**src/sv/cct_pkg.sv**
```systemverilog
package cct_pkg;

  // Task and access codes carried in the kind field.
  localparam logic [3:0] KIND_TICK          = 4'd0;
  localparam logic [3:0] KIND_START         = 4'd1;
  localparam logic [3:0] KIND_STOP          = 4'd2;
  localparam logic [3:0] KIND_COUNT         = 4'd3;
  localparam logic [3:0] KIND_CLEAR         = 4'd4;
  localparam logic [3:0] KIND_CAPTURE       = 4'd5;
  localparam logic [3:0] KIND_CLEAR_EVENT   = 4'd6;
  localparam logic [3:0] KIND_WRITE_COMPARE = 4'd7;
  localparam logic [3:0] KIND_READ_COMPARE  = 4'd8;
  localparam logic [3:0] KIND_READ_EVENT    = 4'd9;

  // Configuration register indexes.
  localparam logic [2:0] REG_COUNTER_MODE     = 3'd0;
  localparam logic [2:0] REG_WIDTH_SELECT     = 3'd1;
  localparam logic [2:0] REG_PRESCALE_SHIFT   = 3'd2;
  localparam logic [2:0] REG_CLEAR_ON_COMPARE = 3'd3;
  localparam logic [2:0] REG_STOP_ON_COMPARE  = 3'd4;
  localparam logic [2:0] REG_IRQ_ENABLE       = 3'd5;

  // Width select codes.
  localparam logic [1:0] WIDTH_16 = 2'd0;
  localparam logic [1:0] WIDTH_8  = 2'd1;
  localparam logic [1:0] WIDTH_24 = 2'd2;
  localparam logic [1:0] WIDTH_32 = 2'd3;

  // Packed stream widths.
  localparam int IN_TDATA_W  = 40;
  localparam int IN_TUSER_W  = 4;
  localparam int OUT_TDATA_W = 72;

  typedef logic [31:0] word_t;

  // Counter wrap mask for a width select code.
  function automatic word_t width_mask(input logic [1:0] sel);
    word_t m;
    case (sel)
      WIDTH_16: m = 32'h0000_FFFF;
      WIDTH_8:  m = 32'h0000_00FF;
      WIDTH_24: m = 32'h00FF_FFFF;
      WIDTH_32: m = 32'hFFFF_FFFF;
      default:  m = 32'hFFFF_FFFF;
    endcase
    return m;
  endfunction

  // Per-channel register bit; channels above 3 have no bit and read as 0.
  function automatic logic reg_bit(input logic [3:0] r, input int i);
    logic b;
    b = 1'b0;
    if (i < 4) begin
      b = r[i[1:0]];
    end
    return b;
  endfunction

endpackage

```
**src/sv/compare_capture_timer_core.sv**
```systemverilog
// Path: an accepted beat goes into the input register and, once the output register is free or
// being taken, through the state update into the output register. Throughput: one beat per cycle
// while the output is not stalled; while a result waits the input register takes one more beat.
// Reset: synchronous, active high; clears the counter, prescaler, compare values,
// event flags, run state and all configuration registers.
module compare_capture_timer_core
  import cct_pkg::*;
#(
  parameter int CHANNELS = 4
) (
  input  logic                   clk,
  input  logic                   rst,
  // Input stream.
  input  logic                   s_tvalid,
  output logic                   s_tready,
  input  logic [IN_TDATA_W-1:0]  s_tdata,   // channel[1:0], write_value[33:2], zero pad
  input  logic [IN_TUSER_W-1:0]  s_tuser,   // kind[3:0]
  // Result stream.
  output logic                   m_tvalid,
  input  logic                   m_tready,
  output logic [OUT_TDATA_W-1:0] m_tdata,   // irq[0], read_data[32:1], event_flags[36:33],
                                            // count_value[68:37], zero pad
  // Configuration write channel.
  input  logic                   cfg_valid,
  output logic                   cfg_ready,
  input  logic [2:0]             cfg_index,
  input  logic [31:0]            cfg_data
);

  localparam int CH_W = (CHANNELS > 1) ? $clog2(CHANNELS) : 1;

  // Configuration registers.
  logic       counter_mode;
  logic [1:0] width_select;
  logic [3:0] prescale_shift;
  logic [3:0] clear_on_compare;
  logic [3:0] stop_on_compare;
  logic [3:0] irq_enable;

  // Timer state.
  word_t               count;
  word_t               compare_value [CHANNELS];
  logic [CHANNELS-1:0] event_flag;
  logic                is_running;
  logic [14:0]         prescale_count;

  word_t               count_next;
  word_t               compare_next [CHANNELS];
  logic [CHANNELS-1:0] event_next;
  logic                running_next;
  logic [14:0]         prescale_next;

  // Input register.
  logic       in_valid;
  logic [3:0] in_kind;
  logic [1:0] in_channel;
  word_t      in_value;

  // Output register.
  logic       out_valid;
  logic       out_irq;
  word_t      out_read;
  logic [3:0] out_events;
  word_t      out_count;

  logic       advance;
  logic       ch_ok;
  logic [CH_W-1:0] ch_idx;
  word_t      mask;
  word_t      step_count;
  logic [CHANNELS-1:0] match;
  logic       step_clear;
  logic       step_stop;
  logic [14:0] limit;
  logic       do_step;
  word_t      read_next;
  logic [3:0] events_view;
  logic       irq_next;

  assign cfg_ready = 1'b1;
  assign advance   = in_valid && (!out_valid || m_tready);
  assign s_tready  = !in_valid || advance;
  assign m_tvalid  = out_valid;
  assign m_tdata   = {3'b000, out_count, out_events, out_read, out_irq};

  // Configuration writes; indexes past the list are dropped.
  always_ff @(posedge clk) begin
    if (rst) begin
      counter_mode     <= 1'b0;
      width_select     <= 2'd0;
      prescale_shift   <= 4'd0;
      clear_on_compare <= 4'd0;
      stop_on_compare  <= 4'd0;
      irq_enable       <= 4'd0;
    end else if (cfg_valid && cfg_ready) begin
      case (cfg_index)
        REG_COUNTER_MODE:     counter_mode     <= cfg_data[0];
        REG_WIDTH_SELECT:     width_select     <= cfg_data[1:0];
        REG_PRESCALE_SHIFT:   prescale_shift   <= cfg_data[3:0];
        REG_CLEAR_ON_COMPARE: clear_on_compare <= cfg_data[3:0];
        REG_STOP_ON_COMPARE:  stop_on_compare  <= cfg_data[3:0];
        REG_IRQ_ENABLE:       irq_enable       <= cfg_data[3:0];
        default: ;
      endcase
    end
  end

  // Input register takes a beat whenever it is empty or moving on.
  always_ff @(posedge clk) begin
    if (rst) begin
      in_valid <= 1'b0;
    end else if (s_tvalid && s_tready) begin
      in_valid <= 1'b1;
    end else if (advance) begin
      in_valid <= 1'b0;
    end
  end

  always_ff @(posedge clk) begin
    if (s_tvalid && s_tready) begin
      in_kind    <= s_tuser[3:0];
      in_channel <= s_tdata[1:0];
      in_value   <= s_tdata[33:2];
    end
  end

  // Counter step: wrap, compare against every channel, gather clear and stop.
  always_comb begin
    mask       = width_mask(width_select);
    step_count = (count + 32'd1) & mask;
    step_clear = 1'b0;
    step_stop  = 1'b0;
    for (int i = 0; i < CHANNELS; i++) begin
      match[i] = (compare_value[i] == step_count);
      if (match[i] && reg_bit(clear_on_compare, i)) step_clear = 1'b1;
      if (match[i] && reg_bit(stop_on_compare, i))  step_stop  = 1'b1;
    end
  end

  assign limit  = 15'((16'd1 << prescale_shift) - 16'd1);
  assign ch_ok  = (32'(in_channel) < 32'(CHANNELS));
  assign ch_idx = CH_W'(in_channel);

  // Next state for the item held in the input register.
  always_comb begin
    count_next    = count;
    event_next    = event_flag;
    running_next  = is_running;
    prescale_next = prescale_count;
    read_next     = 32'd0;
    do_step       = 1'b0;
    for (int i = 0; i < CHANNELS; i++) begin
      compare_next[i] = compare_value[i];
    end

    case (in_kind)
      KIND_TICK: begin
        if (!counter_mode && is_running) begin
          if (prescale_count >= limit) begin
            prescale_next = 15'd0;
            do_step       = 1'b1;
          end else begin
            prescale_next = prescale_count + 15'd1;
          end
        end
      end
      KIND_START: begin
        if (in_value == 32'd1 && !counter_mode) begin
          running_next  = 1'b1;
          prescale_next = 15'd0;
        end
      end
      KIND_STOP: begin
        if (in_value == 32'd1) running_next = 1'b0;
      end
      KIND_COUNT: begin
        if (in_value == 32'd1 && counter_mode) do_step = 1'b1;
      end
      KIND_CLEAR: begin
        if (in_value == 32'd1) begin
          count_next    = 32'd0;
          prescale_next = 15'd0;
        end
      end
      KIND_CAPTURE: begin
        if (in_value == 32'd1 && ch_ok) compare_next[ch_idx] = count;
      end
      KIND_CLEAR_EVENT: begin
        if (in_value == 32'd0 && ch_ok) event_next[ch_idx] = 1'b0;
      end
      KIND_WRITE_COMPARE: begin
        if (ch_ok) compare_next[ch_idx] = in_value & mask;
      end
      KIND_READ_COMPARE: begin
        if (ch_ok) read_next = compare_value[ch_idx];
      end
      KIND_READ_EVENT: begin
        if (ch_ok) read_next = {31'd0, event_flag[ch_idx]};
      end
      default: ;
    endcase

    // Apply a counter step on top of the task.
    if (do_step) begin
      count_next = step_clear ? 32'd0 : step_count;
      event_next = event_flag | match;
      if (step_clear) prescale_next = 15'd0;
      if (step_stop && !counter_mode) running_next = 1'b0;
    end
  end

  // Event view on the output and the interrupt level.
  always_comb begin
    events_view = 4'd0;
    for (int i = 0; i < 4; i++) begin
      if (i < CHANNELS) events_view[i] = event_next[i];
    end
    irq_next = |(events_view & irq_enable);
  end

  // State registers move with the input register.
  always_ff @(posedge clk) begin
    if (rst) begin
      count          <= 32'd0;
      event_flag     <= '0;
      is_running     <= 1'b0;
      prescale_count <= 15'd0;
      for (int i = 0; i < CHANNELS; i++) begin
        compare_value[i] <= 32'd0;
      end
    end else if (advance) begin
      count          <= count_next;
      event_flag     <= event_next;
      is_running     <= running_next;
      prescale_count <= prescale_next;
      for (int i = 0; i < CHANNELS; i++) begin
        compare_value[i] <= compare_next[i];
      end
    end
  end

  // Output register holds a result beat until it is taken.
  always_ff @(posedge clk) begin
    if (rst) begin
      out_valid <= 1'b0;
    end else if (advance) begin
      out_valid <= 1'b1;
    end else if (m_tready) begin
      out_valid <= 1'b0;
    end
  end

  always_ff @(posedge clk) begin
    if (advance) begin
      out_irq    <= irq_next;
      out_read   <= read_next;
      out_events <= events_view;
      out_count  <= count_next;
    end
  end

endmodule

```
**config.mk**
```make
export PLATFORM = sky130hd
export DESIGN_NAME = compare_capture_timer_core
export DESIGN_NICKNAME = d
export VERILOG_FILES = /design/src/sv/cct_pkg.sv /design/src/sv/compare_capture_timer_core.sv
export SDC_FILE = /design/constraint.sdc
export NUM_CORES = 1
export LEC_CHECK = 0
export ABC_AREA = 1
export BUFFER_PORTS_ARGS = -buffer_cell sky130_fd_sc_hd__clkbuf_2
export CAP_MARGIN = 20
export CORE_ASPECT_RATIO = 2
export CORE_MARGIN = 2
export CORE_UTILIZATION = 60
export CTS_CLUSTER_DIAMETER = 60
export CTS_CLUSTER_SIZE = 12
export DETAILED_ROUTE_END_ITERATION = 10
export HOLD_SLACK_MARGIN = 0.03
export PLACE_DENSITY = 0.8
export RECOVER_POWER = 50
export SLEW_MARGIN = 25
export SYNTH_ARGS = -nofsm -noshare
export SYNTH_HDL_FRONTEND = slang
export SYNTH_SLANG_ARGS = --single-unit
```
**constraint.sdc**
```tcl
create_clock -name clk -period 15 [get_ports clk]
set_input_delay 0.75 -clock clk [delete_from_list [all_inputs] [get_ports clk]]
set_output_delay 0.75 -clock clk [all_outputs]
set_load 0.03 [all_outputs]
```
==> flow_summary_export.csv, run 1 <==
group,metric,value,unit
status,status,"finished, violations left",
status,violations,"capacitance limit, slew limit",
pwr,p_per_area,96.58,nW/um^2
sta,fin_crit,6.664,ns
die,num_rows,93,
setup_path,worst-setup-path-type,"flip-flop to flip-flop",
clock_network,cts_made_buffers,29,
sta,period_share,0.4443,
global_route,grt_pass1_wl,118800,um
drt,drc,0,
synthesis,ys.flop_type,"edfxtp_1",
clock_network,root_buffer,"clkbuf_16",
global_route,use_met3,0.08236,
setup_path,critPathArrivalTime,7.11,ns
die,die-area,34390,um^2
drt,wire_per_inst,25.87,um
setup_path,end_kind,"flip-flop",
clock_network,clock_latency,0.59,ns
setup_path,crit_fanout,64,
sta,hold_violations,0,
sta,tightestPinTransition,5.114,ns
place,dp_hpwl,60080,um
sta,setup_violations,0,
global_route,overflow,0,
drt,firstDrtPassIters,8,
synthesis,synth_area_per_cell,7.349,um^2
drt,ant_nets,0,
drt,drt_iter0_markers,2345,
die,io_pins,159,
global_route,use_met1,0.4158,
place,routabilityCongestion,1.055,
synthesis,synth_edf_count,235,
die,start_util,0.6113,
die,fp.dieH,260.3,um
global_route,grt_max_degree,92,
clock_network,cts_resized,0,
final_layout,n_fill_cell,2838,
drt,vias_per_cell,6.381,
global_route,first_global_vias,19510,
flow_run,drv_cap,8,
synthesis,synth_cells,2681,
sta,rsz0062_at_grt,"false",
synthesis,ys_async_sr_fraction,0,
final_layout,final_area,21250,um^2
final_layout,nNetsFinal,2834,
global_route,antenna_found_initial,5,
synthesis,synth_area,19700,um^2
clock_network,cts_tree,"done",
global_route,track_usage,0.4717,
clock_network,post_cts_buffers,0,
drt,wirelength,82460,um
clock_network,holdBufCountCts,0,
sta,clock_skew,0.01997,ns
sta,fin_tns_setup,0,ns
sta,maxSlewViolCount,396,
sta,maxSlewHeadroom,-2.409,
clock_network,htree_levels,1,
clock_network,path_clk_slew,0.07,ns
final_layout,syn2layout_area_growth,7.868,%
clock_network,cts.path.max_buffers,3,
place,portBuffers,120,
global_route,met2_usage,0.8238,
sta,fmaxAchievable,0.1501,GHz
synthesis,ys_warn_count,0,
die,dieWidth,132.1,um
hold_path,holdCritPathClass,"input pin to flip-flop",
setup_path,cp_data_required_time,15.45,ns
setup_path,startpoint_type,"flip-flop",
die,coreArea,32230,um^2
global_route,grt_busiest_layer,"met2",
pwr,peakVddDrop,0.00009532,V
synthesis,ys_seq_area_frac,0.4344,
pwr,leakage,9.454,nW
synthesis,synth_cell_type_count,48,
drt,vias,20340,
clock_network,cts.sinks,310,
final_layout,drive_gt1_frac,0.05664,
synthesis,synth_seq_cells,310,
place,place_area,20530,um^2
==> placed cells by master (no fill, tap or decap), drive strengths merged, types with 2 or more instances in the layout <==
master	n
ha	18
dfxtp	75
inv	411
o21ai	217
diode	6
edfxtp	235
nor3	20
o22ai	8
and2	4
xor2	40
a211oi	6
nand2	600
clkinv	6
o21a	9
clkbuf	179
a21oi	276
o31ai	2
nand3b	10
xnor2	6
or2	2
nand4	92
o211ai	66
clkinvlp	3
a31oi	10
conb	4
nor2	236
nor4	8
buf	19
nand3	184
==> final timing paths <==
kind,start,endpoint,slack [ns],cells past startpoint
max,m_tvalid,compare_value[3][31],8.34,10
min,s_tdata[3],in_value[1],0.34,1
max reg2reg,m_tvalid,compare_value[3][31],8.34,10
min reg2reg,width_select[1],width_select[1],0.47,2
==> per-layer routing <==
| layer | routed length, um | up-vias |
|---|---|---|
| li1 | - | 9078 |
| met1 | 23150 | 9273 |
| met2 | 39930 | 1418 |
| met3 | 6770 | 566 |
| met4 | 12610 | 0 |
| met5 | 0 | - |
==> cell families after synthesis <==
kind of cell               after synthesis  synth area share
other                                    2         0.0003812
buffers and inverters                  547            0.1071
xor gates and xnor gates                46           0.02045
and+or+nand+nor                       1159            0.2600
DFF                                    310            0.4344
AOI/OAI and AO/OA                      599            0.1662
adders and majority gates               18           0.01143
==> power by group <==
| part | internal (mW) | total, mW | switching, mW | leakage [nW] |
|---|---|---|---|---|
| registers | 0.973 | 1.01 | 0.0371 | 2.95 |
| logic | 0.0819 | 0.338 | 0.256 | 6.11 |
| clock network | 0.367 | 0.705 | 0.338 | 0.392 |
==> per-stage QoR <==
step	power (mW)	std cells	util	setup WS [ns]	hold slack [ns]
4_1_cts	2.031	3181	0.6625	9.818	0.3392
5_1_grt	2.098	3186	0.6593	8.118	0.3455
6_report	2.053	3187	0.6594	8.336	0.3440
3_5_place_dp	1.347	3128	0.6369	9.837	0.4573
2_1_floorplan	1.223	2683	-	10.22	0.4410
3_3_place_gp	1.338	3128	0.6369	9.858	0.4494
==> cell type report <==
| class | instances | area, um^2 | share of cell area |
|---|---|---|---|
| diodes | 6 | 15.01 | 0.0007065 |
| clock buffers | 53 | 825.8 | 0.03886 |
| inverters | 420 | 1580 | 0.07436 |
| multi-input cells | 1826 | 9065 | 0.4265 |
| flip-flops and latches | 310 | 8559 | 0.4027 |
| well taps | 427 | 534.3 | 0.02514 |
| repair buffers | 145 | 673.1 | 0.03167 |
==> registers in the layout (all words and copies together) (netlist names), 2 cells and up, named ones only <==
| signal | count |
|---|---|
| prescale_shift | 4 |
| out_count | 32 |
| out_read | 32 |
| count | 32 |
| in_value | 32 |
| clear_on_compare | 4 |
| irq_enable | 4 |
| stop_on_compare | 4 |
| out_events | 4 |
| ch_idx | 2 |
| event_flag | 4 |
| prescale_count | 15 |
| in_kind | 4 |
| compare_value | 128 |
| width_select | 2 |
==> cell usage after synthesis, types with 7 or more instances <==
master	n	share of area
nand3b_1	10	0.0038
o21a_1	9	0.0034
nand4_1	92	0.029
xor2_1	40	0.018
o22ai_1	8	0.0025
ha_1	18	0.011
edfxtp_1	235	0.36
dfxtp_1	75	0.076
o21ai_2	7	0.0031
nor3_1	20	0.0051
a31oi_1	10	0.0032
nor2_1	228	0.043
nand2_2	7	0.0022
nand3_1	162	0.041
clkbuf_1	107	0.020
inv_1	410	0.078
nand3_2	21	0.011
nand2_1	592	0.11
a21oi_1	276	0.070
nor4_1	8	0.0025
o211ai_1	66	0.025
o21ai_0	208	0.053
==> critical path: stages, from the launching register on <==
cell,delay (ns)
dfxtp_1,0.33
nand2_1,0.09
nand2_1,0.08
clkbuf_1,1.19
nor2_2,0.37
clkbuf_1,1.49
clkinvlp_2,1.71
buf_4,0.73
a21oi_1,0.24
o21ai_0,0.14
inv_1,0.08
No activity file was read; power rests on OpenSTA's default activity.
==> run 2, diff against run 1 <==
--- a/config.mk
+++ b/config.mk
@@ -10,12 +10,12 @@
 export CAP_MARGIN = 20
 export CORE_ASPECT_RATIO = 2
 export CORE_MARGIN = 2
-export CORE_UTILIZATION = 60
+export CORE_UTILIZATION = 55
 export CTS_CLUSTER_DIAMETER = 60
 export CTS_CLUSTER_SIZE = 12
 export DETAILED_ROUTE_END_ITERATION = 10
 export HOLD_SLACK_MARGIN = 0.03
-export PLACE_DENSITY = 0.8
+export PLACE_DENSITY = 0.77
 export RECOVER_POWER = 50
 export SLEW_MARGIN = 25
 export SYNTH_ARGS = -nofsm -noshare
==> constraint.sdc (replaced) <==
create_clock -name clk -period 5.5 [get_ports clk]
set_input_delay 0.275 -clock clk [delete_from_list [all_inputs] [get_ports clk]]
set_output_delay 0.275 -clock clk [all_outputs]
set_load 0.03 [all_outputs]
==> run 2 against run 1 <==
- the flow still finishes with violations (capacitance limit, slew limit)
- fmax rose by 36%
- largest power group unchanged
- clock-buffer cell count rose by 1
- worst hold slack got worse by 0.29 ns
- register-to-register slack worse by 7.7 ns
- sequential power rose to 2.7 times the previous value
- non-clock buffer count rose by 48
- sequential share of layout area fell by 1.0 points
- critical path type unchanged
- via count is 3.0% lower
- clock skew shrank 0.0037 ns
- core utilization fell by 4.6 points
- flip-flop and latch count is the same
==> flow_summary_export.csv, run 2 (synthesis gave the netlist of run 1 again) <==
group,metric,value,unit
drt,vias_per_cell,6.053,
drt,wire_per_inst,25.12,um
final_layout,multi_input_area,9055,um^2
clock_network,cts.path.max_buffers,3,
sta,fin_tns_setup,0,ns
drt,ant_nets,0,
setup_path,crit_fanout,15,
drt,drt_iter0_markers,1899,
drt,drc,0,
sta,maxSlewViolCount,282,
final_layout,post-route-util,0.6137,
status,status,"finished, violations left",
place,portBuffers,120,
global_route,track_usage,0.4396,
hold_path,holdCritPathClass,"input pin to flip-flop",
global_route,grt_max_degree,118,
final_layout,final_cell_mix,"nand2_1, inv_1, a21oi_1",
final_layout,final_area,21820,um^2
die,dieWidth,137.8,um
setup_path,path_cells,"nand3_1, nor2_1, nand3_1, nand2_1, nand3_1, nand2_1, nand2_1, nor2_1, nand2_1, nor2_1, nand2_1, nor2_1, nand3_1, nand2_1, o21ai_2, nand3_1, a21oi_1",
final_layout,nNetsFinal,2883,
place,place_area,20650,um^2
flow_run,drv_cap,5,
status,violations,"capacitance limit, slew limit",
place,dp_hpwl,60380,um
final_layout,syn2layout_area_growth,10.75,%
final_layout,largest_reg_flops,128,
place,routabilityCongestion,1.048,
clock_network,path_clk_slew,0.06,ns
pwr,leakage,9.696,nW
die,die-area,37440,um^2
setup_path,startpoint_type,"flip-flop",
clock_network,cts_tree,"done",
final_layout,layout.cells.non_filler,3259,
setup_path,critical_path.max_stage_delay,0.83,ns
setup_path,worst-setup-path-type,"flip-flop to flip-flop",
final_layout,drive_gt1_frac,0.05740,
sta,hold_violations,0,
die,start_util,0.5541,
global_route,overflow,0,
global_route,antenna_found_initial,2,
clock_network,cts_made_buffers,30,
setup_path,crit_path_frequent_cell,"nand2_1",
sta,fmaxAchievable,0.2044,GHz
die,io_pins,159,
setup_path,end_kind,"flip-flop",
sta,clock_skew,0.01623,ns
drt,vias,19730,
global_route,grt_pass1_wl,119100,um
clock_network,root_buffer,"clkbuf_16",
setup_path,critPathArrivalTime,5.20,ns
sta,hold_ws,0.05543,ns
final_layout,final_common_cell,"nand2_1",
final_layout,seq_area,8559,um^2
final_layout,n_fill_cell,3296,
global_route,first_global_vias,19540,
sta,setup_violations,0,
place,place_ws,1.036,ns
sta,tightestPinTransition,3.162,ns
sta,period_share,0.8895,
sta,fin_crit,4.892,ns
setup_path,critPathSlowestCell,"dfxtp_1",
pwr,power,5.656,mW
clock_network,cts.sinks,310,
die,fp.dieH,271.7,um
pwr,peakVddDrop,0.0003208,V
pwr,p_per_area,259.2,nW/um^2
drt,wirelength,81880,um
setup_path,cp_data_required_time,5.81,ns
clock_network,htree_levels,1,
die,num_rows,98,
clock_network,clock_latency,0.59,ns
die,coreArea,35560,um^2
sta,worst_slack,0.6077,ns
sta,maxSlewHeadroom,-1.108,
drt,firstDrtPassIters,6,
sta,rsz0062_at_grt,"false",
place,dp.cells,3156,
final_layout,largest_register,"compare_value",
run 2: cell type report:
class                           count  area share
Antenna cell                        4   0.0004587
Clock buffer                       54     0.03956
Clock inverter                      2   0.0007454
Inverter                          420     0.07248
Multi-Input combinational cell   1826      0.4150
Sequential cell                   310      0.3923
Tap cell                          450     0.02580
Timing Repair Buffer              193     0.05373
run 2: worst max-delay path, delay by kind of cell, from the launching register on:
kind | cells | cell delay, ns
AO/OA/AOI/OAI | 2 | 0.37
flip-flops | 1 | 0.83
AND/OR/NAND/NOR | 15 | 3.41
run 2: final timing paths:
| check | start | end | slack (ns) | depth (start not counted) |
|---|---|---|---|---|
| setup / recovery | count[0] | prescale_count[4] | 0.61 | 17 |
| setup reg to reg | count[0] | prescale_count[4] | 0.61 | 17 |
| hold reg to reg | irq_enable[1] | irq_enable[1] | 0.46 | 2 |
| hold / removal | cfg_data[0] | irq_enable[0] | 0.06 | 3 |
run 2: repair_timing:
| action | in CTS | in global routing |
|---|---|---|
| endpoints found under the hold margin | 49 | 0 |
| buffers inserted | 0 | 0 |
| gates resized for setup | 0 | 0 |
| hold buffers | 42 | 0 |
run 2: power breakdown:
part	switching [mW]	internal, mW	total (mW)
clock	0.921	1.05	1.97
combinational	0.689	0.242	0.931
sequential	0.102	2.65	2.75
total	1.71	3.95	5.66
run 2: routing by layer:
layer  wire [um]  up-vias  GRT usage
met5           0        -          0
met1       24070     9048     0.4055
met4       11740        0     0.4952
met2       39900     1087     0.7363
li1            -     9163          -
met3        6168      429    0.09113
